--- src/hdl/lab_ram.sv ---
module lab_ram #(
	parameter int WIDTH = 8,
	parameter int DEPTH = 16
) (
	input  logic                     clk,
	input  logic                     we,
	input  logic [$clog2(DEPTH)-1:0] waddr,
	input  logic [WIDTH-1:0]         wdata,
	input  logic [$clog2(DEPTH)-1:0] raddr,
	output logic [WIDTH-1:0]         rdata
);

	logic [WIDTH-1:0] mem [DEPTH];

	always_ff @(posedge clk) begin
		if (we) begin
			mem[waddr] <= wdata;
		end
		rdata <= mem[raddr];
	end

endmodule

--- config.mk ---
export PLATFORM = sky130hd
export DESIGN_NAME = lab_ram
export DESIGN_NICKNAME = d
export VERILOG_FILES = /design/src/hdl/lab_ram.sv
export SDC_FILE = /design/constraint.sdc
export NUM_CORES = 1
export LEC_CHECK = 0
export BUFFER_PORTS_ARGS = -buffer_cell sky130_fd_sc_hd__buf_4
export CAP_MARGIN = 20
export CORE_AREA = 4 4 98 100
export CTS_CLUSTER_DIAMETER = 150
export CTS_CLUSTER_SIZE = 40
export DETAILED_ROUTE_END_ITERATION = 16
export DIE_AREA = 0 0 102 104
export PLACE_DENSITY = 0.75
export RECOVER_POWER = 25
export SLEW_MARGIN = 5
export SYNTH_ARGS = -nofsm -noshare
export SYNTH_HDL_FRONTEND = slang
export SYNTH_SLANG_ARGS = --single-unit
--- constraint.sdc ---
create_clock -name clk -period 3 [get_ports clk]
set_clock_uncertainty 0.05 [all_clocks]
set_input_delay 0.6 -clock clk [delete_from_list [all_inputs] [get_ports clk]]
set_output_delay 0.6 -clock clk [all_outputs]
set_load 0.01 [all_outputs]
* Word level (Yosys, flattened, before mapping)
Memory sizes are Yosys's and may differ from the RTL's. A register that Yosys moved wholly into a read port is not among the register bits.
Index checks and enable logic that the tools add are counted.
W data, S select, Z words.
** Cells by class
- Muxes and demuxes :: 2
** Operators with widths (number)
- $mux W1 :: 2
** Word-level totals
- Memory bits (writable) :: 128
- Word-level logic and storage cells :: 3
- Output and inout port bits :: 8
- Memories :: 1
- Register bits after elaboration :: 0
- Input port bits :: 18
** Memory list
- mem :: depth 16, bits a word 8, rd ports 1, clocked after memory_dff 1, write ports 1, RTL line 13 : logic [WIDTH-1:0] mem [DEPTH];

* Longest topological paths before layout
Gate-level depths: netlist (run 1).
- Depth after elaboration :: 2
- Depth in mapped cells :: 5

* Least setup slack after synthesis (run 1)
No wires, ideal clock.
- Path kind :: input-to-reg
- From :: in waddr[2]
- To :: mem mem[0][0] (enable)
- Cell stages on the path :: 2
- Library setup time :: 0.383 ns
- Slack :: 0.857 ns
- Arrival :: 1.710 ns
- Cell sequence :: or3b_2 > nor3_1
** RTL lines
- from (decl) :: RTL line 7 : input logic [$clog2(DEPTH)-1:0] waddr,
- to (decl) :: RTL line 13
No word-level cell before the write port.

* Final worst setup path (run 1)
- From :: in waddr[2]
- To :: mem mem[3][0] (enable)
No word-level cell before the write port.

==> results.yml, run 1 <==
worst_hold_path:
  hold_depth: 1
  min-delay-start: "wdata[5]"
  hold_path.class: "input pin to register"
  min_to: "mem[5][5]"
clocking:
  cts_resized: 0
  ctsHoldBuffers: 0
  worstSkewPairLatency_ps: 510
  clock_path_buffers: 2
  clock_sinks: 136
  cts_root_buf: "clkbuf_8"
  cts_setup_buffers: 0
  clk_pin_slew_ps: 60
  numCtsBuffers: 17
  cts_tree: "yes"
  htreeDepth: 4
die:
  rows: 34
  die_w_um: 102
  dieArea_um2: 10610
  fp.dieH_um: 104
  core-area_um2: 8678
  io_pins: 26
  start_util: 0.5931
global_route:
  grt_max_degree: 33
  antenna_found_initial: 0
  grt_first_pass_wirelength_um: 15120
  grt_usage: 0.2027
  grt_pass1_vias: 2569
  grt_overflow_total: 0
layout:
  register_area_um2: 4004
  fill_cells: 514
  final_nets: 294
  multi_input_area_um2: 1057
  area_growth_pct: 18.01
  num_antenna_cells: 0
  drive_above_1_share: 0.2768
  final_util: 0.7000
routing:
  vias: 2489
  first_pass_iters: 4
  wl_per_cell_um: 24.62
  postRouteAntennaNets: 0
  routed_wl_um: 9775
  vias_per_cell: 6.270
  drt_iter0_markers: 266
  drcViolationCount: 0
synth:
  seq_area_frac_synth: 0.7778
  syn_avg_cell_area_um2: 22.48
  synth_top_cell_by_area: "edfxtp_1"
  synth_seq_cells: 136
  ys_types: 19
  ys.flop_type: "edfxtp_1"
  synth.most_common_cell: "edfxtp_1"
  syn_nets: 247
  synth_area_leaders: "edfxtp_1 (75%), mux4_2 (7.9%), mux4_1 (7.1%), dfxtp_1 (3.1%), a22oi_1 (2.3%)"
  synth_top_area_frac: 0.7467
  async_flop_share: 0
  synth_edf_count: 128
  synth_cells: 229
  synth_area_um2: 5147
  synth_warnings: 0
  yosys-top-cells-count: "edfxtp_1 (128), mux4_2 (18), a22oi_1 (16)"
critical_path:
  critPathMaxFanout: 8
  r2r_slack_ps: 1590
  cp.arrival_ps: 1960
  worstPathRequired_ps: 3080
  critPathKind: "input pin to register"
  rr_endpoint: "rdata[3]"
  r2r-start: "mem[9][3]"
  start_kind: "input pin"
  ff2ff_path_depth: 3
  crit_path_end_kind: "register"
placed_design:
  gp_congestion: 0.7546
  io_buffers: 25
  dpl.hpwl_um: 5854
timing:
  slew-limit-headroom: 0.3926
  tightestPinTransition_ps: 907.8
  drv_slew: 0
  finalCritPeriodShare: 0.6267
  rsz0062_at_grt: "no"
  hold-worst-slack_ps: 375.9
  tns_ps: 0
  report.final.hold_viol_count: 0
  min_period_ps: 1880
  fmax_mhz: 531.9
  finalSetupViolations: 0
power_and_ir_drop:
  p_leak_nw: 2.054
  p_total_mw: 4.464
  powerDensity_nw_per_um2: 734.9
  irDropWorstVdd_v: 0.0004889
flow_run:
  max_cap_violations: 0
outcome:
  status: "finished, final reports clean"
## layout by cell type, fill, tap and decap left out, types with 2 or more instances in the layout
| master | n |
|---|---|
| clkinv_4 | 2 |
| nor2_1 | 13 |
| clkbuf_8 | 3 |
| mux4_1 | 14 |
| dfxtp_1 | 8 |
| nand2_1 | 9 |
| buf_4 | 31 |
| a22oi_1 | 16 |
| mux4_2 | 18 |
| clkbuf_1 | 8 |
| nand2b_1 | 2 |
| clkbuf_16 | 16 |
| clkinvlp_4 | 3 |
| nor3_1 | 4 |
| clkinv_2 | 2 |
| nand3b_1 | 2 |
| bufinv_16 | 4 |
| edfxtp_1 | 128 |
## final cells by class
cell class,count,share of cell area
multi-input cells,83,0.1740
clock buffers,20,0.07333
well taps,108,0.02225
flip-flops and latches,136,0.6591
clock inverters,12,0.02863
repair buffers,38,0.04264
## through the flow
stage | cell area (um^2) | cells | setup slack, ps
after floorplan | 5147 | 229 | 857.1
after global placement | 5482 | 365 | 654.0
after detailed placement | 5482 | 365 | 626.0
after CTS | 6101 | 397 | 1136
after global routing | 6075 | 397 | 1104
final | 6075 | 397 | 1120
## state kept, by name (all words and copies together), names as in the netlist
register and count:
rdata 8, mem 128
## power by group
group	leakage (nW)	total, mW	switching (mW)	internal (mW)
logic	0.535	0.200	0.113	0.0873
registers	1.22	2.14	0.0150	2.13
clock network	0.295	2.12	0.734	1.39
## metal layers
| metal | global-route usage | wire length [um] | share of wire | vias to the layer above |
|---|---|---|---|---|
| met5 | 0 | 0 | 0 | - |
| li1 | - | - | - | 1070 |
| met4 | 0.07123 | 116 | 0.012 | 0 |
| met3 | 0.04628 | 794 | 0.081 | 12 |
| met2 | 0.3087 | 4852 | 0.50 | 121 |
| met1 | 0.2913 | 4011 | 0.41 | 1286 |
## cells by family (layout without fill, tap and decap cells)
kind of cell	after synthesis	after routing	synth area share
buffers and inverters	10	70	0.01677
AOI/OAI and AO/OA	16	16	0.02334
and+or+nand+nor	35	35	0.03184
DFF	136	136	0.7778
muxes	32	32	0.1502
## critical path, stage by stage
cell    delay (ps)
buf_4          120
or3b_2         520
nor2_1         710
## worst max-delay path by stage
stage / startpoint / slack, ps / end
2_1_floorplan: waddr[2] / 860 / mem[0][0]
3_3_place_gp: waddr[2] / 650 / mem[2][2]
3_5_place_dp: waddr[2] / 630 / mem[2][2]
4_1_cts: waddr[2] / 1140 / mem[3][1]
5_1_grt: waddr[2] / 1100 / mem[3][5]
6_report: waddr[2] / 1120 / mem[3][0]
Power figures use the tool's default switching activity.
==> run 2, diff against run 1 <==
Settings changed: ABC_AREA from default to 1, CORE_AREA 4 4 98 100 to 4 4 108 110, DIE_AREA 0 0 102 104 to 0 0 112 114, PLACE_DENSITY 0.75 to 0.72.
Clock period 3 ns to 1.65 ns, I/O delays scaled along.
==> results.yml, run 2 <==
layout:
  final_common_cell: "nand2_1"
  largest_reg_flops: 128
  regMostFlops: "mem"
  fill_cells: 838
  area_growth_pct: 15.90
  num_antenna_cells: 0
  final_nets: 613
  reg_top3: "mem x128, rdata x8"
  most-common-layout-cells: "nand2_1 (173), edfxtp_1 (128), inv_1 (100)"
  drive_above_1_share: 0.1203
clocking:
  numCtsBuffers: 17
  clock_path_buffers: 2
  htreeDepth: 4
  cts_setup_buffers: 0
  cts_tree: "yes"
  cts_resized: 0
  clk_pin_slew_ps: 60
  ctsHoldBuffers: 0
  worstSkewPairLatency_ps: 530
  cts_root_buf: "clkbuf_8"
  clock_sinks: 136
synth:
  async_flop_share: 0
  ys_types: 12
  synth_area_leaders: "edfxtp_1 (67%), nand2_1 (11%), nand3_1 (8.4%), inv_1 (6.5%), dfxtp_1 (2.8%)"
  synth_area_um2: 5767
  syn_nets: 569
  synth_warnings: 0
  ys.flop_type: "edfxtp_1"
  syn_avg_cell_area_um2: 10.47
  seq_area_frac_synth: 0.6943
  synth_top_cell_by_area: "edfxtp_1"
  synth_seq_cells: 136
  synth_cells: 551
  synth_top_area_frac: 0.6665
  synth.most_common_cell: "nand2_1"
  yosys-top-cells-count: "nand2_1 (173), edfxtp_1 (128), inv_1 (100)"
  synth_edf_count: 128
critical_path:
  path_cells: "buf_4"
  r2r-start: "mem[9][1]"
  crit_path_end_kind: "primary output"
  cp.arrival_ps: 960
  ff2ff_path_depth: 6
  worstPathRequired_ps: 1270
  critPathMaxFanout: 1
  critical-path-slowest-cell: "dfxtp_1"
  start_kind: "register"
  timing.critical_path.buf_inv: 1
  rr_endpoint: "rdata[1]"
  critPathKind: "register to primary output"
  r2r_slack_ps: 550
  slowest_delay_ps: 300
  cp_top_family: "flip-flops"
global_route:
  use_met1: 0.2793
  grt_overflow_total: 0
  grt_max_degree: 65
  grt_first_pass_wirelength_um: 19890
  grt_util_met2: 0.3261
  grt_pass1_vias: 3725
  busiest_layer: "met2"
  grt_usage: 0.2082
  antenna_found_initial: 0
  gr-usage-met3: 0.05942
die:
  rows: 38
  core-area_um2: 10700
  start_util: 0.5391
  dieArea_um2: 12770
  fp.dieH_um: 114
  die_w_um: 112
  io_pins: 26
timing:
  setup_ws_ps: 309.0
  report.final.hold_viol_count: 0
  slew-limit-headroom: 0.4044
  min_period_ps: 1341
  hold-worst-slack_ps: 67.73
  rsz0062_at_grt: "no"
  tightestPinTransition_ps: 893.4
  tns_ps: 0
  drv_slew: 0
  fmax_mhz: 745.7
  finalSetupViolations: 0
  finalCritPeriodShare: 0.8127
routing:
  first_pass_iters: 5
  drcViolationCount: 0
  vias: 3875
  wl_per_cell_um: 16.62
  drt_iter0_markers: 407
  postRouteAntennaNets: 0
  routed_wl_um: 12410
  vias_per_cell: 5.187
worst_hold_path:
  hold_depth: 3
  hold_path.class: "input pin to register"
  min-delay-start: "raddr[3]"
  min_to: "rdata[3]"
power_and_ir_drop:
  power_frac_comb: 0.066
  p_leak_nw: 2.911
  switching_share: 0.2158
  powerDensity_nw_per_um2: 1153
  power.share.clock: 0.430
  irDropWorstVdd_v: 0.0008870
  intPower_mw: 6.044
  power.net_switching_mw: 1.663
  power.share.sequential: 0.504
flow_run:
  max_cap_violations: 0
placed_design:
  io_buffers: 25
  pre_cts_ws_ps: 194.0
  dpl.hpwl_um: 7708
  gp_congestion: 0.8674
outcome:
  status: "finished, final reports clean"
## run 2: cell types whose count changed in the layout (fill, tap and decap cells not counted), moves of 3 or more
cell and change:
nand2_1 +164, inv_1 +100, nand3_1 +96, mux4_2 -18
a22oi_1 -16, mux4_1 -14, buf_4 +10, nor2_1 +4
nor3_1 -4, buf_12 +3, bufinv_16 -3, clkinv_2 +3
## run 2: worst reg2reg max path, delay by kind of cell, from the launching register on
| kind | cells | cell delay, ps |
|---|---|---|
| and+or+nand+nor | 5 | 520 |
| DFF | 1 | 360 |
| buffers and inverters | 1 | 60 |
## run 2: per-layer routing
metal | share of wire | wire, um | vias up
met5 | 0 | 0 | -
met2 | 0.48 | 5957 | 162
met1 | 0.43 | 5315 | 1837
met4 | 0.018 | 218 | 0
met3 | 0.074 | 921 | 17
li1 | - | - | 1859
## run 2: logic make-up after synthesis
family | share of synthesized area
buffers and inverters | 0.09525
and+or+nand+nor | 0.2105
DFF | 0.6943
## run 2: power groups by stage
stage	combinational, mW	clock (mW)	sequential [mW]
2_1_floorplan	0.272	0	3.96
5_1_grt	0.557	3.54	3.89
6_report	0.505	3.32	3.89
3_3_place_gp	0.496	0	3.95
4_1_cts	0.513	3.37	3.88
3_5_place_dp	0.510	0	3.95
## run 2: per-stage QoR
stage / util / power (mW) / cells / cell area (um^2)
after floorplan: - / 4.236 / 551 / 5767
after global placement: 0.5778 / 4.448 / 716 / 6181
after detailed placement: 0.5778 / 4.465 / 716 / 6181
after CTS: 0.6266 / 7.767 / 747 / 6703
after global routing: 0.6248 / 7.985 / 747 / 6684
final: 0.6248 / 7.707 / 747 / 6684
## run 2: cell type report
type	instances	area [um^2]	share of cell area
flip-flops and latches	136	4004	0.5990
multi-input cells	289	1214	0.1816
clock buffers	22	442.9	0.06627
repair buffers	49	386.6	0.05784
inverters	102	382.9	0.05728
well taps	140	175.2	0.02621
clock inverters	9	78.83	0.01179
## run 2: worst max-delay path by stage
stage | from | end | slack, ps | cells after the start
after floorplan | waddr[2] | mem[10][0] | 320 | 2
after global placement | raddr[0] | rdata[3] | 230 | 8
after detailed placement | raddr[0] | rdata[1] | 190 | 7
after CTS | rdata[2] | rdata[2] | 280 | 1
after global routing | rdata[7] | rdata[7] | 270 | 1
final | rdata[2] | rdata[2] | 310 | 1
