$ cat config.mk
export PLATFORM = sky130hd
export DESIGN_NAME = lab_ctrl
export DESIGN_NICKNAME = d
export VERILOG_FILES = /design/src/hdl/lab_pkg.sv /design/src/hdl/lab_ctrl.sv
export SDC_FILE = /design/constraint.sdc
export NUM_CORES = 1
export LEC_CHECK = 0
export BUFFER_PORTS_ARGS = -buffer_cell sky130_fd_sc_hd__clkbuf_2
export CAP_MARGIN = 10
export CORE_MARGIN = 2
export CORE_UTILIZATION = 55
export DETAILED_ROUTE_END_ITERATION = 10
export GPL_ROUTABILITY_DRIVEN = 0
export PLACE_DENSITY = 0.81
export SETUP_SLACK_MARGIN = 0.3
export SLEW_MARGIN = 20
export SYNTH_ARGS = -nofsm -noshare
export SYNTH_HDL_FRONTEND = slang
export SYNTH_SLANG_ARGS = --single-unit
export TNS_END_PERCENT = 50
$ cat constraint.sdc
create_clock -name clk -period 6.8 [get_ports clk]
set_input_delay 1.36 -clock clk [delete_from_list [all_inputs] [get_ports clk]]
set_output_delay 1.36 -clock clk [all_outputs]
set_load 0.05 [all_outputs]
$ cat src/hdl/lab_pkg.sv
package lab_pkg;

	localparam int MAX_NODES  = 1024;
	localparam int LOG_LEVELS = 10;

	// field widths fixed by the interface
	localparam int ID_W = 10;
	localparam int ST_W = 2;
	localparam int AC_W = 2;

	localparam int NODE_AW   = $clog2(MAX_NODES);
	localparam int NODE_DW   = ID_W + 1;
	localparam int TBL_DEPTH = MAX_NODES * LOG_LEVELS;
	localparam int TBL_AW    = $clog2(TBL_DEPTH);
	localparam int LVL_W     = $clog2(LOG_LEVELS);
	localparam int CNT_W     = $clog2(LOG_LEVELS + 1);

	localparam logic [ID_W-1:0] DEPTH_MAX = '1;

	localparam logic [AC_W-1:0] ACT_ADD    = 2'd0;
	localparam logic [AC_W-1:0] ACT_REMOVE = 2'd1;
	localparam logic [AC_W-1:0] ACT_QUERY  = 2'd2;
	localparam logic [AC_W-1:0] ACT_NOP    = 2'd3;

	localparam logic [ST_W-1:0] STAT_OK       = 2'd0;
	localparam logic [ST_W-1:0] STAT_ABSENT   = 2'd1;
	localparam logic [ST_W-1:0] STAT_PRESENT  = 2'd2;
	localparam logic [ST_W-1:0] STAT_NOPARENT = 2'd3;

	typedef enum logic [3:0] {
		S_CLEAR,
		S_IDLE,
		S_NODE,
		S_PARENT,
		S_LIFT,
		S_LIFT_DATA,
		S_ZERO,
		S_WALK,
		S_WALK_DATA
	} fsm_t;

	typedef struct packed {
		logic               we;
		logic [NODE_AW-1:0] waddr;
		logic [NODE_DW-1:0] wdata;
		logic [NODE_AW-1:0] raddr;
	} node_req_t;

	typedef struct packed {
		logic              we;
		logic [TBL_AW-1:0] waddr;
		logic [ID_W-1:0]   wdata;
		logic [TBL_AW-1:0] raddr;
	} tbl_req_t;

endpackage

$ cat src/hdl/lab_ctrl.sv
module lab_ctrl import lab_pkg::*; (
	input  logic               clk,
	input  logic               arst_n,
	input  logic               start,
	output logic               busy,
	input  logic [AC_W-1:0]    action,
	input  logic [ID_W-1:0]    node_id,
	input  logic [ID_W-1:0]    parent_id,
	input  logic [ID_W-1:0]    target_level,
	input  logic [ID_W-1:0]    root_node,
	output node_req_t          nd_req,
	input  logic [NODE_DW-1:0] nd_rdata,
	output tbl_req_t           tb_req,
	input  logic [ID_W-1:0]    tb_rdata,
	output logic               done,
	output logic [ST_W-1:0]    status,
	output logic [ID_W-1:0]    ancestor_id
);

	function automatic logic [NODE_AW-1:0] node_addr(input logic [ID_W-1:0] id);
		logic [31:0] a;
		a = 32'(id);
		return a[NODE_AW-1:0];
	endfunction

	function automatic logic [TBL_AW-1:0] tbl_addr(input logic [ID_W-1:0] id,
		input logic [CNT_W-1:0] j);
		logic [31:0] a;
		a = 32'(id) * 32'(LOG_LEVELS) + 32'(j);
		return a[TBL_AW-1:0];
	endfunction

	fsm_t state_q, state_d;

	logic [NODE_AW-1:0]    clr_q;
	logic [AC_W-1:0]       act_q;
	logic [ID_W-1:0]       x_q, p_q, lvl_q;
	logic [ID_W-1:0]       cur_q, cur_d;
	logic [CNT_W-1:0]      j_q, j_d;
	logic [LOG_LEVELS-1:0] k_q, k_d;
	logic                  done_q;
	logic [ST_W-1:0]       status_q;
	logic [ID_W-1:0]       anc_q;

	logic            fin;
	logic [ST_W-1:0] fin_status;
	logic [ID_W-1:0] fin_anc;

	logic            x_valid, p_valid, present, is_root, lvl_ge, too_far;
	logic            clr_last, lift_stop, lift_full, zero_last, walk_end, walk_take;
	logic [ID_W-1:0] depth, depth_inc;
	logic [31:0]     diff;
	logic [CNT_W-1:0] j_inc;

	assign present   = nd_rdata[ID_W];
	assign depth     = nd_rdata[ID_W-1:0];
	assign depth_inc = (depth == DEPTH_MAX) ? DEPTH_MAX : depth + ID_W'(1);
	assign x_valid   = (x_q != '0) && (32'(x_q) < MAX_NODES);
	assign p_valid   = (p_q != '0) && (32'(p_q) < MAX_NODES);
	assign is_root   = (x_q == root_node);
	assign lvl_ge    = (lvl_q >= depth);
	assign diff      = 32'(depth) - 32'(lvl_q);
	assign too_far   = (diff >= (32'd1 << LOG_LEVELS));
	assign clr_last  = (clr_q == NODE_AW'(MAX_NODES - 1));
	assign j_inc     = j_q + CNT_W'(1);
	assign lift_full = (32'(j_q) + 32'd1 >= LOG_LEVELS);
	assign lift_stop = lift_full || (cur_q == '0);
	assign zero_last = (32'(j_q) == LOG_LEVELS - 1);
	assign walk_end  = (j_q == CNT_W'(LOG_LEVELS));
	// a walk that reached the null node stays there without touching row zero
	assign walk_take = k_q[j_q[LVL_W-1:0]] && (cur_q != '0);

	always_comb begin
		state_d = state_q;
		unique case (state_q)
			S_CLEAR: begin
				if (clr_last) state_d = S_IDLE;
			end
			S_IDLE: begin
				if (start) state_d = S_NODE;
			end
			S_NODE: begin
				state_d = S_IDLE;
				if (x_valid) begin
					unique case (act_q)
						ACT_ADD: begin
							if (!present && is_root) state_d = S_ZERO;
							else if (!present && p_valid) state_d = S_PARENT;
						end
						ACT_REMOVE: begin
							if (present) state_d = S_ZERO;
						end
						ACT_QUERY: begin
							if (present && !lvl_ge && !too_far) state_d = S_WALK;
						end
						ACT_NOP: state_d = S_IDLE;
						default: state_d = S_IDLE;
					endcase
				end
			end
			S_PARENT: state_d = present ? S_LIFT : S_IDLE;
			S_LIFT: begin
				if (!lift_stop) state_d = S_LIFT_DATA;
				else if (lift_full) state_d = S_IDLE;
				else state_d = S_ZERO;
			end
			S_LIFT_DATA: state_d = S_LIFT;
			S_ZERO: begin
				if (zero_last) state_d = S_IDLE;
			end
			S_WALK: begin
				if (walk_end) state_d = S_IDLE;
				else if (walk_take) state_d = S_WALK_DATA;
			end
			S_WALK_DATA: state_d = S_WALK;
			default: state_d = S_IDLE;
		endcase
	end

	always_comb begin
		nd_req       = '0;
		nd_req.raddr = node_addr(node_id);
		tb_req       = '0;
		fin          = 1'b0;
		fin_status   = STAT_OK;
		fin_anc      = '0;
		cur_d        = cur_q;
		j_d          = j_q;
		k_d          = k_q;
		unique case (state_q)
			S_CLEAR: begin
				nd_req.we    = 1'b1;
				nd_req.waddr = clr_q;
				j_d          = '0;
			end
			S_IDLE: ;
			S_NODE: begin
				nd_req.raddr = node_addr(p_q);
				nd_req.waddr = node_addr(x_q);
				j_d          = '0;
				if (!x_valid) begin
					fin        = (act_q != ACT_NOP);
					fin_status = (act_q == ACT_NOP) ? STAT_OK : STAT_ABSENT;
					if (act_q == ACT_NOP) fin = 1'b1;
				end else begin
					unique case (act_q)
						ACT_ADD: begin
							if (present) begin
								fin        = 1'b1;
								fin_status = STAT_PRESENT;
							end else if (is_root) begin
								nd_req.we    = 1'b1;
								nd_req.wdata = {1'b1, ID_W'(0)};
							end else if (!p_valid) begin
								fin        = 1'b1;
								fin_status = STAT_NOPARENT;
							end
						end
						ACT_REMOVE: begin
							if (present) begin
								nd_req.we    = 1'b1;
								nd_req.wdata = {1'b0, depth};
							end else begin
								fin        = 1'b1;
								fin_status = STAT_ABSENT;
							end
						end
						ACT_QUERY: begin
							cur_d = x_q;
							k_d   = diff[LOG_LEVELS-1:0];
							if (!present) begin
								fin        = 1'b1;
								fin_status = STAT_ABSENT;
							end else if (lvl_ge) begin
								fin     = 1'b1;
								fin_anc = x_q;
							end else if (too_far) begin
								fin = 1'b1;
							end
						end
						ACT_NOP: fin = 1'b1;
						default: fin = 1'b1;
					endcase
				end
			end
			S_PARENT: begin
				if (present) begin
					nd_req.we    = 1'b1;
					nd_req.waddr = node_addr(x_q);
					nd_req.wdata = {1'b1, depth_inc};
					tb_req.we    = 1'b1;
					tb_req.waddr = tbl_addr(x_q, '0);
					tb_req.wdata = p_q;
					cur_d        = p_q;
					j_d          = '0;
				end else begin
					fin        = 1'b1;
					fin_status = STAT_NOPARENT;
				end
			end
			S_LIFT: begin
				tb_req.raddr = tbl_addr(cur_q, j_q);
				if (lift_stop) begin
					j_d = j_inc;
					fin = lift_full;
				end
			end
			S_LIFT_DATA: begin
				// the 2^(j+1)-th ancestor is the 2^j-th ancestor of the 2^j-th one
				tb_req.we    = 1'b1;
				tb_req.waddr = tbl_addr(x_q, j_inc);
				tb_req.wdata = tb_rdata;
				cur_d        = tb_rdata;
				j_d          = j_inc;
			end
			S_ZERO: begin
				tb_req.we    = 1'b1;
				tb_req.waddr = tbl_addr(x_q, j_q);
				j_d          = j_inc;
				fin          = zero_last;
			end
			S_WALK: begin
				tb_req.raddr = tbl_addr(cur_q, j_q);
				if (walk_end) begin
					fin     = 1'b1;
					fin_anc = cur_q;
				end else if (!walk_take) begin
					j_d = j_inc;
				end
			end
			S_WALK_DATA: begin
				cur_d = tb_rdata;
				j_d   = j_inc;
			end
			default: ;
		endcase
	end

	always_ff @(posedge clk or negedge arst_n) begin
		if (!arst_n) begin
			state_q <= S_CLEAR;
			clr_q   <= '0;
			done_q  <= 1'b0;
		end else begin
			state_q <= state_d;
			done_q  <= fin;
			if (state_q == S_CLEAR) begin
				clr_q <= clr_q + NODE_AW'(1);
			end
		end
	end

	always_ff @(posedge clk) begin
		if (state_q == S_IDLE && start) begin
			act_q <= action;
			x_q   <= node_id;
			p_q   <= parent_id;
			lvl_q <= target_level;
		end
		cur_q <= cur_d;
		j_q   <= j_d;
		k_q   <= k_d;
		if (fin) begin
			status_q <= fin_status;
			anc_q    <= fin_anc;
		end
	end

	assign busy        = (state_q != S_IDLE);
	assign done        = done_q;
	assign status      = status_q;
	assign ancestor_id = anc_q;

`ifndef SYNTH
	a_done_after_work: assert property (@(posedge clk) disable iff (!arst_n)
		done_q |-> ($past(state_q) != S_IDLE && $past(state_q) != S_CLEAR))
		else $error("result strobe without an item in flight");

	a_walk_no_write: assert property (@(posedge clk) disable iff (!arst_n)
		(state_q == S_WALK || state_q == S_WALK_DATA) |-> (!tb_req.we && !nd_req.we))
		else $error("memory write during a query walk");

	a_present_only_add: assert property (@(posedge clk) disable iff (!arst_n)
		(done_q && status_q == STAT_PRESENT) |-> (act_q == ACT_ADD))
		else $error("already-present status from a non-add transfer");

	a_anc_only_query: assert property (@(posedge clk) disable iff (!arst_n)
		(done_q && anc_q != '0) |-> (act_q == ACT_QUERY && status_q == STAT_OK))
		else $error("nonzero ancestor outside a good query");

	a_level_range: assert property (@(posedge clk) disable iff (!arst_n)
		(state_q != S_IDLE && state_q != S_CLEAR) |-> (32'(j_q) <= LOG_LEVELS))
		else $error("level counter out of range");
`endif

endmodule

# Word level (Yosys, flattened, before mapping)
# Index checks and enable logic that the tools add are counted.
# totals
in_bits	66
wordCells	154
output_inout_bits	85
reg_bits	83
# op_classes
reduce_logical	27
mul	2
magnitude_cmp	4
mux	73
eq_ne	28
add_sub_neg	8
# op_table
operator	count
$mux 10	11
$pmux 15 s3	1
$pmux 11 s2	2
$add 14x4->14	3
$mux 4	10
$pmux 10 s2	2
$pmux 4 s9	1
$mux 11	3
$pmux 11 s3	1
$ge 32x11->1 const B	1
$pmux 10 s3	1
$reduce_bool 10->1	3
$mul 10x3->13 const B	2
$mux 25	1
$mux 22	1
$add 10x1->10 const B	2
$eq 10x10->1 const B	2
$pmux 4 s5	1
$mux 1	18
$mux 3	6
$ne 2x2->1 const B	9
$eq 4x3->1 const B	4
$pmux 4 s4	1
$mux 14	1
34 further kinds	55

# Longest topological paths before layout
# Gate-level depths: netlist (run 1).
# logic_depth
ltp_word	8
depth_mapped	14
ltp_nobuf	12

# Least setup slack after synthesis (run 1)
# No wires, ideal clock.
# synth_path
kind	input-to-output
from	in nd_rdata[10]
to	out nd_req[18] (netlist bit)
cell_stages	5
required_time_ps	5440
slack_ps	1854
arrival_ps	3586
path_buffers	1
cell_sequence	buf_6 -> clkinv_1 -> nor4_2 -> o21ai_0 -> a211oi_1
# synth_lines
item	line	source
start: declaration	lab_ctrl.sv:12	input logic [NODE_DW-1:0] nd_rdata,
end: declaration	lab_ctrl.sv:11	output node_req_t nd_req,

==> summary.txt, run 1 <==
Outcome
  – Outcome: completed

Route
  – Initial drt markers: around 680
  – Antenna viol nets, final: 0
  – Detailed Route WL: 18640 um
  – DRC violations left: 0
  – Wire length per cell: 18.03 um
  – Drt via density: 6.146
  – Vias: 6355
  – Drt pass-1 iters: 5

Synth
  – Syn Inst Count: 742
  – Post-synth EDFFs: 68
  – Synth Register Bits: 83
  – Seq/Total Area, Yosys: 35.58%
  – Mean Syn Cell Area: 9.156 um2
  – Cell variety after synth: 75
  – Net Count, Synth: 871
  – Most used DFF post-synth: edfxtp_1
  – Mapped Area: about 6800 um2
  – Post-synth ARST share: 18.07%
  – Synth warn: 0

Power
  – Sw Pwr: 0.002050 W
  – P_int: 0.001785 W
  – Comb pwr share: 63.4%
  – Clock Power Share: 13.5%
  – Switch share: 53.46%
  – Maximum vdd drop: 0.0002631 V
  – Pwr Density: 480.2 nW/um2
  – Seq pwr share: between 20% and 30%
  – Lkg Pwr: 3.614 nW

Timing
  – Post-Route Skew: 0.007263 ns
  – Final setup margin: 1.599 ns
  – Achievable frequency: roughly 190 MHz
  – Final setup violation count: 0
  – Slew Limit Fails: 0
  – RSZ-0062 raised after global routing: false
  – Final Hold Viols: 0
  – Rel. slew slack: 25.42%
  – Fin crit share: roughly 76%
  – Slew of the pin with the lowest slew margin: 1.105 ns
  – Fin crit period: 5.201 ns
  – Post-Route Setup TNS: 0 ns

Worst setup path
  – Critical path's largest stage delay: a little under 0.7 ns
  – Worst-path cell chain: nor2b_1 -> nand2_1 -> a21oi_1 -> ha_1 -> inv_1 -> fa_1 -> nor2b_1 -> o21ai_0 -> nor3_1 -> xor2_1 -> o22ai_1 -> clkbuf_2
  – Slowest cell on the critical path: dfrtp_1
  – R2R depth: 8
  – CP Data Arrival Time: 3.84 ns
  – R2R Setup Slk: 3.64 ns
  – CP required: 5.44 ns
  – Crit Path Class: register to output pin
  – Reg-to-reg startpoint: j_q[0]
  – CP Max Fanout: 16
  – Setup crit end kind: output pin
  – Critical path's most frequent cell: nor2b_1
  – Reg2Reg Capture Point: j_q[1]
  – Critical path launch point type: register

Global route
  – GRT overflow: 0
  – Antenna violations before repair: 0
  – Global-route wire length before repair: approximately 30000 um
  – Largest net degree at the start of global routing: 33
  – Vias in the first global route: 5645
  – GR Util All Layers: between 20% and 30%

Floorplan
  – Die Wd: 115.1 um
  – Site Rows: 40
  – Core area: 12010 um2
  – Initial Util: 56.56%
  – Die Height: 115.1 um
  – I/O pin cnt: 151
  – Die area: between 10000 and 15000 um2

Place
  – Port bufs: 150
  – Post-Place Setup Slack: 1.999 ns
  – Half-perimeter wire length after placement: between 10000 and 15000 um
  – Post-Place Cells: a little over 1k
  – Post-DP Area: 7662 um2

Min path
  – WHS Endpoint: clr_q[8]
  – Type of the tightest min-delay check: register to register
  – Hold Path Depth: 1
  – Min-delay src: clr_q[8]

Flow run
  – Max_cap viols: 0

Final layout
  – Layout Cells excl Fill: 1034
  – Area added between synthesis and finish: 17.55%
  – Ant. Diodes: 0
  – FILL cells: 988
  – Layout cells sized above 1: 22.66%
  – Final net count: 1011
  – Fin area: approximately 8000 um2

CTS
  – Hold_buf cts: 0
  – Clock Path Buffers: 2
  – Post-cts sizing count: 0
  – Post-CTS Setup Bufs: 0
  – CTS buffer count: 9
  – TritonCTS clock tree: yes
  – CTS root buffer: clkbuf_16
  – H-tree depth: 3
  – Clock sink count: 83
  – Clock-pin slew on the worst setup and hold paths: about 0.070 ns
  – Worst skew pair latency: 0.35 ns
## cell families after synthesis
group           share of synthesized area [%]
simple gates                            20.76
buf+inv                                 4.088
flops                                   35.58
fa+ha+maj                               12.15
compound gates                          19.41
xor+xnor                                6.703
mux                                     1.307
## Yosys cell counts, drive strengths merged (3+ instances only)
cell,number,area share [%]
edfxtp,68,30
o21a,12,1.3
nand3,21,1.5
buf,5,0.50
and2,3,0.31
o31ai,3,0.33
mux2,3,0.50
and3,10,0.92
a22oi,12,1.3
a31oi,7,0.64
or4,4,0.55
xnor2,23,3.0
ha,58,11
fa,5,1.5
or2,5,0.46
o311ai,3,0.50
a311oi,3,0.39
a211oi,6,0.66
a21oi,27,2.0
nor3,18,1.3
or3,4,0.39
o22ai,6,0.55
o2111ai,3,0.39
dfrtp,15,5.5
nand2,98,5.4
nand2b,4,0.37
o21ai,40,3.0
inv,40,2.2
a21o,8,0.88
nor3b,4,0.52
xor2,29,3.7
nor2,65,3.6
nor4,11,1.7
a22o,37,4.8
nor2b,18,1.7
nand4,10,0.92
clkbuf,22,1.3
## critical path, delay by kind of cell (launching register included)
family                   cells  cell delay, ns
AO/OA/AOI/OAI                3            0.56
XOR/XNOR                     1            0.09
adder cells (fa/ha/maj)      2            0.58
buffers and inverters        2            0.37
flip-flops                   1            0.68
AND/OR/NAND/NOR              4            1.19
## layer usage
metal  up-vias  share of wire (%)  wire length (um)  GRT usage (%)
met4         0                3.3               617          13.09
met3        54                 10              1878          6.326
met2       374                 43              7959          41.92
met5         -                  0                 0              0
met1      2916                 44              8184          41.30
li1       3011                  -                 -              -
## sequential cells by signal (all words and copies together), names as in the netlist, 2 cells and up
signal	count
ancestor_id	10
clr_q	10
cur_q	10
k_q	10
lvl_q	10
p_q	10
x_q	10
j_q	4
state_q	4
act_q	2
status	2
## power by group through the flow
stage / clock network, W / registers (W) / logic (W)
final: 0.000517 / 0.000887 / 0.00243
after global routing: 0.000544 / 0.000902 / 0.00263
after CTS: 0.000524 / 0.000881 / 0.00241
after detailed placement: 0 / 0.000892 / 0.00240
after global placement: 0 / 0.000888 / 0.00237
after floorplan: 0 / 0.000837 / 0.00191
## per-stage QoR
step	util (%)	hold WS, ns	power [W]
CTS	66.45	0.5348	0.003814
detailed placement	63.79	0.5168	0.003290
finish	66.49	0.5280	0.003835
floorplan	-	0.4636	0.002747
global placement	63.79	0.5115	0.003255
global route	66.49	0.5587	0.004075
## worst max-delay path by stage
stage                            start          to  slack (ns)  cells past startpoint
after floorplan           nd_rdata[10]  nd_req[18]        1.85                      5
after global placement      state_q[2]  tb_req[35]        2.08                     12
after detailed placement  nd_rdata[10]  nd_req[18]        2.00                      6
after CTS                   state_q[2]  tb_req[35]        1.63                     12
after global routing        state_q[2]  tb_req[37]        1.33                     12
final                       state_q[2]  tb_req[35]        1.60                     12
## cells in the final DEF, fill, tap and decap left out, types with 7 or more instances in the layout
cell       instances
nand2_1           98
a22oi_1           12
dfrtp_1           15
nand4_1           10
ha_1              58
a31oi_1            7
inv_1             40
nor3_1            17
o21ai_0           37
clkbuf_2         150
nand3_1           21
a21oi_1           27
xor2_1            29
o21a_1            12
nor2_1            64
a21o_1             8
clkbuf_16         11
a22o_1            36
edfxtp_1          68
xnor2_1           23
nor2b_1           18
and3_1            10
## final cells by class
class	instances	area, um2	area share [%]
Clock inverter	5	43.79	0.5483
Sequential cell	83	2417	30.27
Clock buffer	11	275.3	3.447
Inverter	42	157.7	1.974
Timing Repair Buffer	156	795.8	9.964
Multi-Input combinational cell	590	4113	51.50
Tap cell	147	183.9	2.303
No activity file was read; power rests on OpenSTA's default activity.
==> run 2: changes to the inputs <==
Clock period 6.8 ns to 5.32 ns, I/O delays scaled along.
==> summary.txt, run 2 (synthesis results as in run 1) <==
Timing
  – RSZ-0062 raised after global routing: false
  – Fin crit share: 89.58%
  – Post-Route Skew: 0.007515 ns
  – Final Hold Viols: 0
  – Final setup violation count: 0
  – Achievable frequency: 209.8 MHz
  – Slew Limit Fails: 0
  – Rel. slew slack: 26.48%
  – Post-Route Setup TNS: 0 ns
  – Fin crit period: roughly 4.8 ns
  – Slew of the pin with the lowest slew margin: 1.094 ns

Global route
  – Grt met1 use: 40.79%
  – Global routing usage on met2: 42.31%
  – Largest net degree at the start of global routing: 33
  – Gr busiest metal: met2
  – GR Util All Layers: 28.67%
  – Antenna violations before repair: 0
  – Vias in the first global route: 5738
  – GRT overflow: 0
  – Global routing usage on met3: 6.220%
  – Global-route wire length before repair: between 20000 and 30000 um

Route
  – Initial drt markers: 583
  – Detailed Route WL: 18450 um
  – Vias: 6279
  – Wire length per cell: 17.84 um
  – Drt pass-1 iters: 5
  – Antenna viol nets, final: 0
  – Drt via density: 6.073
  – DRC violations left: 0

Final layout
  – FILL cells: just over 1k
  – Ant. Diodes: 0
  – Most common cell after layout, fill and taps aside: clkbuf_2
  – Commonest cells after routing, fill and taps aside: clkbuf_2 (150), nand2_1 (98), edfxtp_1 (68)
  – Layout Cells excl Fill: 1034
  – Area added between synthesis and finish: 17.11%
  – Layout cells sized above 1: 22.66%
  – Final net count: 1011

Floorplan
  – I/O pin cnt: 151
  – Die area: between 10000 and 15000 um2
  – Die Height: approximately 120 um
  – Site Rows: 40
  – Core area: 12010 um2
  – Initial Util: a little under three fifths
  – Die Wd: 115.1 um

Flow run
  – Max_cap viols: 0

Worst setup path
  – Delay-heaviest family, CP: adder cells
  – Setup crit end kind: output pin
  – Critical path's largest stage delay: between 0.5 and 0.6 ns
  – Slowest cell on the critical path: edfxtp_1
  – CP Max Fanout: 8
  – Critical path launch point type: register
  – Worst-path cell chain: ha_1 -> ha_1 -> inv_1 -> fa_1 -> nor2b_1 -> o22ai_1 -> xnor2_1 -> nand4_1 -> nor4_2 -> xnor2_1 -> o21ai_1 -> clkbuf_2
  – Reg2Reg Capture Point: ancestor_id[6]
  – CP Data Arrival Time: 3.70 ns
  – R2R depth: 11
  – Reg-to-reg startpoint: lvl_q[0]
  – Crit Path Class: register to output pin
  – R2R Setup Slk: 2.16 ns
  – CP required: 4.26 ns
  – WP buf/inv: 2

CTS
  – CTS root buffer: clkbuf_16
  – H-tree depth: 3
  – Post-CTS Setup Bufs: 0
  – Clock Path Buffers: 2
  – Clock sink count: 83
  – Post-cts sizing count: 0
  – Hold_buf cts: 0
  – Clock-pin slew on the worst setup and hold paths: 0.07 ns
  – TritonCTS clock tree: yes
  – CTS buffer count: 9
  – Worst skew pair latency: 0.36 ns

Min path
  – Min-delay src: clr_q[9]
  – WHS Endpoint: clr_q[9]
  – Hold Path Depth: 1
  – Type of the tightest min-delay check: register to register

Place
  – Port bufs: 150
  – Post-Place Cells: 1018
  – Half-perimeter wire length after placement: 14170 um

Power
  – Lkg Pwr: 3.604 nW
  – Maximum vdd drop: 0.0003506 V
  – Pwr Density: 610.7 nW/um2

Outcome
  – Outcome: completed
## run 2: cell types whose count changed in the layout (fill, tap and decap cells not counted)
cell	before	now
clkbuf_16	11	9
inv_4	0	1
inv_6	4	2
inv_8	0	3
nor2b_1	18	17
nor2b_2	0	1
nor3_1	17	18
nor3_2	1	0
## run 2: how the worst max path moves through the flow
stage	startpoint	depth (start not counted)	to	slack (ns)
floorplan	x_q[1]	11	tb_req[37]	0.71
global placement	state_q[2]	12	tb_req[31]	0.98
detailed placement	state_q[2]	12	tb_req[31]	0.89
CTS	state_q[2]	12	tb_req[31]	0.50
global route	x_q[1]	12	tb_req[36]	0.33
finish	x_q[1]	12	tb_req[36]	0.55
## run 2: per-stage QoR
step	utilization (%)	area (um2)	power, W	hold slack, ns	setup slack (ns)
2_1_floorplan	-	6794	0.003511	0.4636	0.7092
3_3_place_gp	63.79	7662	0.004162	0.4998	0.9756
3_5_place_dp	63.79	7662	0.004192	0.5043	0.8887
4_1_cts	66.22	7954	0.004837	0.5139	0.5024
5_1_grt	66.24	7956	0.005185	0.5408	0.3347
6_report	66.24	7956	0.004859	0.5154	0.5544
## run 2: report_power, final
part / total [W] / switching (W) / leakage [nW] / internal, W
combinational: 0.00310 / 0.00210 / 2.62 / 0.000997
clock: 0.000631 / 0.000300 / 0.147 / 0.000331
sequential: 0.00113 / 0.000223 / 0.841 / 0.000904
total: 0.00486 / 0.00263 / 3.60 / 0.00223
## run 2: layout make-up
type                    count  area (um2)  area share [%]
clock buffers               9       225.2           2.831
clock inverters             7       66.31          0.8335
inverters                  42       157.7           1.981
multi-input cells         590        4110           51.66
flip-flops and latches     83        2417           30.38
well taps                 147       183.9           2.312
repair buffers            156       795.8           10.00
## run 2: worst register-to-register path, cell delays in order, from the launching register on
cell      delay [ns]
edfxtp_1        0.33
ha_1            0.15
inv_1           0.05
fa_1            0.40
a21o_1          0.18
a21o_1          0.21
a311oi_1        0.45
o21bai_1        0.18
a311oi_1        0.36
o31ai_1         0.16
o211ai_1        0.12
buf_4           0.26
## run 2: metal layers
metal  share of wire, %  up-vias
met5                  0        -
met4                3.1        0
met3                9.9       51
met2                 43      357
met1                 44     2854
li1                   -     3017
==> run 3: changes to the inputs <==
Settings changed: PLACE_DENSITY 0.81 to 0.86.
==> summary.txt, run 3 (synthesis results as in run 1) <==
CTS
  – TritonCTS clock tree: yes
  – CTS root buffer: clkbuf_16
  – Clock sink count: 83
  – Worst skew pair latency: about 0.36 ns
  – Clock Path Buffers: 2
  – CTS buffer count: 9
  – H-tree depth: 3
  – Clock-pin slew on the worst setup and hold paths: 0.07 ns
  – Hold_buf cts: 0

Timing
  – RSZ-0062 raised after global routing: false
  – Fin crit share: 87.79%
  – Fin crit period: roughly 4.7 ns
  – Final Hold Viols: 0
  – Final setup margin: 0.6496 ns
  – Post-Route Skew: 0.01148 ns
  – Achievable frequency: 214.1 MHz
  – Rel. slew slack: 31.63%
  – Slew Limit Fails: 0
  – Final setup violation count: 0
  – Post-Route Setup TNS: 0 ns
  – Hold WS: 0.5182 ns
  – Slew of the pin with the lowest slew margin: 1.018 ns

Worst setup path
  – Critical path's most frequent cell: ha_1
  – Critical path launch point type: register
  – CP Max Fanout: 7
  – Critical path's largest stage delay: 0.55 ns
  – R2R depth: 11
  – Reg2Reg Capture Point: ancestor_id[7]
  – Worst-path cell chain: ha_1 -> ha_1 -> a211o_1 -> a2111o_1 -> o311ai_2 -> nand4_1 -> nor3_1 -> nand3_1 -> a21boi_0 -> clkbuf_2
  – Setup crit end kind: output pin
  – WP buf/inv: 1
  – Delay-heaviest family, CP: compound AO/OA/AOI/OAI gates
  – R2R Setup Slk: 2.25 ns
  – Slowest cell on the critical path: edfxtp_1
  – CP Data Arrival Time: about 3.6 ns
  – Reg-to-reg startpoint: lvl_q[0]
  – CP required: 4.26 ns
  – Crit Path Class: register to output pin

Min path
  – Hold Path Depth: 1
  – Type of the tightest min-delay check: register to register
  – WHS Endpoint: clr_q[9]
  – Min-delay src: clr_q[9]

Route
  – Vias: 6365
  – Antenna viol nets, final: 0
  – Detailed Route WL: between 15000 and 20000 um
  – Wire length per cell: 18.11 um
  – Initial drt markers: 594
  – Drt via density: 6.156
  – Drt pass-1 iters: 5
  – DRC violations left: 0

Power
  – Pwr Density: 611.5 nW/um2
  – Pwr Total: 0.004873 W
  – Clock Power Share: 12.9%
  – P_int: 0.002255 W
  – Comb pwr share: 63.8%
  – Sw Pwr: roughly 0.0026 W
  – Seq pwr share: between 20% and 30%
  – Maximum vdd drop: 0.0003435 V
  – Switch share: 53.73%
  – Lkg Pwr: 3.612 nW

Final layout
  – Commonest cells after routing, fill and taps aside: clkbuf_2 (150), nand2_1 (98), edfxtp_1 (68)
  – Final net count: ~1.0k
  – Most common cell after layout, fill and taps aside: clkbuf_2
  – Layout Cells excl Fill: 1034
  – Multi-input logic area: 4118 um2
  – Area added between synthesis and finish: 17.29%
  – Seq. cell area: about 2400 um2
  – FILL cells: 981
  – Ant. Diodes: 0
  – Layout cells sized above 1: 22.77%

Floorplan
  – I/O pin cnt: 151
  – Die Height: 115.1 um
  – Initial Util: 56.56%
  – Die Wd: between 100 and 150 um
  – Core area: 12010 um2
  – Site Rows: 40
  – Die area: 13260 um2

Global route
  – GR Util All Layers: 29.09%
  – Antenna violations before repair: 0
  – Global-route wire length before repair: 29780 um
  – Largest net degree at the start of global routing: 33
  – GRT overflow: 0
  – Vias in the first global route: about 5.8k

Outcome
  – Outcome: completed

Place
  – Port bufs: 150
  – Half-perimeter wire length after placement: 14220 um
  – Post-Place Setup Slack: 0.8234 ns
  – Post-Place Cells: 1018

Flow run
  – Max_cap viols: 0
run 3: cell count changes in the layout (fill, tap and decap cells not counted):
| cell | previous run | this run |
|---|---|---|
| inv_8 | 3 | 0 |
| clkinv_4 | 1 | 3 |
| clkbuf_16 | 9 | 10 |
| clkinv_2 | 0 | 1 |
| inv_6 | 2 | 1 |
| o21ai_0 | 37 | 36 |
| o21ai_1 | 2 | 3 |
| xnor2_1 | 23 | 22 |
| xnor2_2 | 0 | 1 |
run 3: power groups by stage:
stage               registers [W]  logic (W)  clock network (W)
global route              0.00115    0.00338           0.000664
floorplan                 0.00107    0.00244                  0
finish                    0.00113    0.00311           0.000630
detailed placement        0.00114    0.00305                  0
global placement          0.00113    0.00301                  0
CTS                       0.00113    0.00307           0.000639
run 3: repair_timing:
action	4_1_cts	5_1_grt
buffers inserted	0	0
resized for setup	0	3
setup endpoints to repair	0	4
run 3: worst max path at each step:
| stage | from | endpoint | cells past startpoint |
|---|---|---|---|
| floorplan | x_q[1] | tb_req[37] | 11 |
| global placement | state_q[2] | tb_req[35] | 12 |
| detailed placement | state_q[2] | tb_req[37] | 12 |
| CTS | state_q[2] | tb_req[37] | 12 |
| global route | x_q[1] | tb_req[37] | 12 |
| finish | x_q[2] | tb_req[37] | 10 |
run 3: worst register-to-register path, delay by kind of cell, from the launching register on:
kind,cells,cell delay [ns]
compound gates,7,1.58
fa+ha+maj,2,0.56
buf+inv,2,0.31
flops,1,0.32
run 3: cell type report:
| type | instances | area share [%] |
|---|---|---|
| clock inverter | 6 | 0.5809 |
| multi-input combinational | 590 | 51.67 |
| timing repair buffer | 156 | 9.986 |
| sequential | 83 | 30.33 |
| clock buffer | 10 | 3.140 |
| tap | 147 | 2.308 |
| inverter | 42 | 1.978 |
run 3: layer usage:
metal	part of all wire, %	vias up	routed length, um	track usage, %
met5	0	-	0	0
met2	45	408	8423	44.86
met1	42	2887	7788	39.20
met4	3.5	0	648	14.14
li1	-	3018	-	-
met3	10	52	1863	6.115
run 3: per-stage QoR:
stage                     util (%)  area, um2
after floorplan                  -       6794
after global placement       63.79       7662
after detailed placement     63.79       7662
after CTS                    66.26       7959
after global routing         66.34       7969
final                        66.34       7969
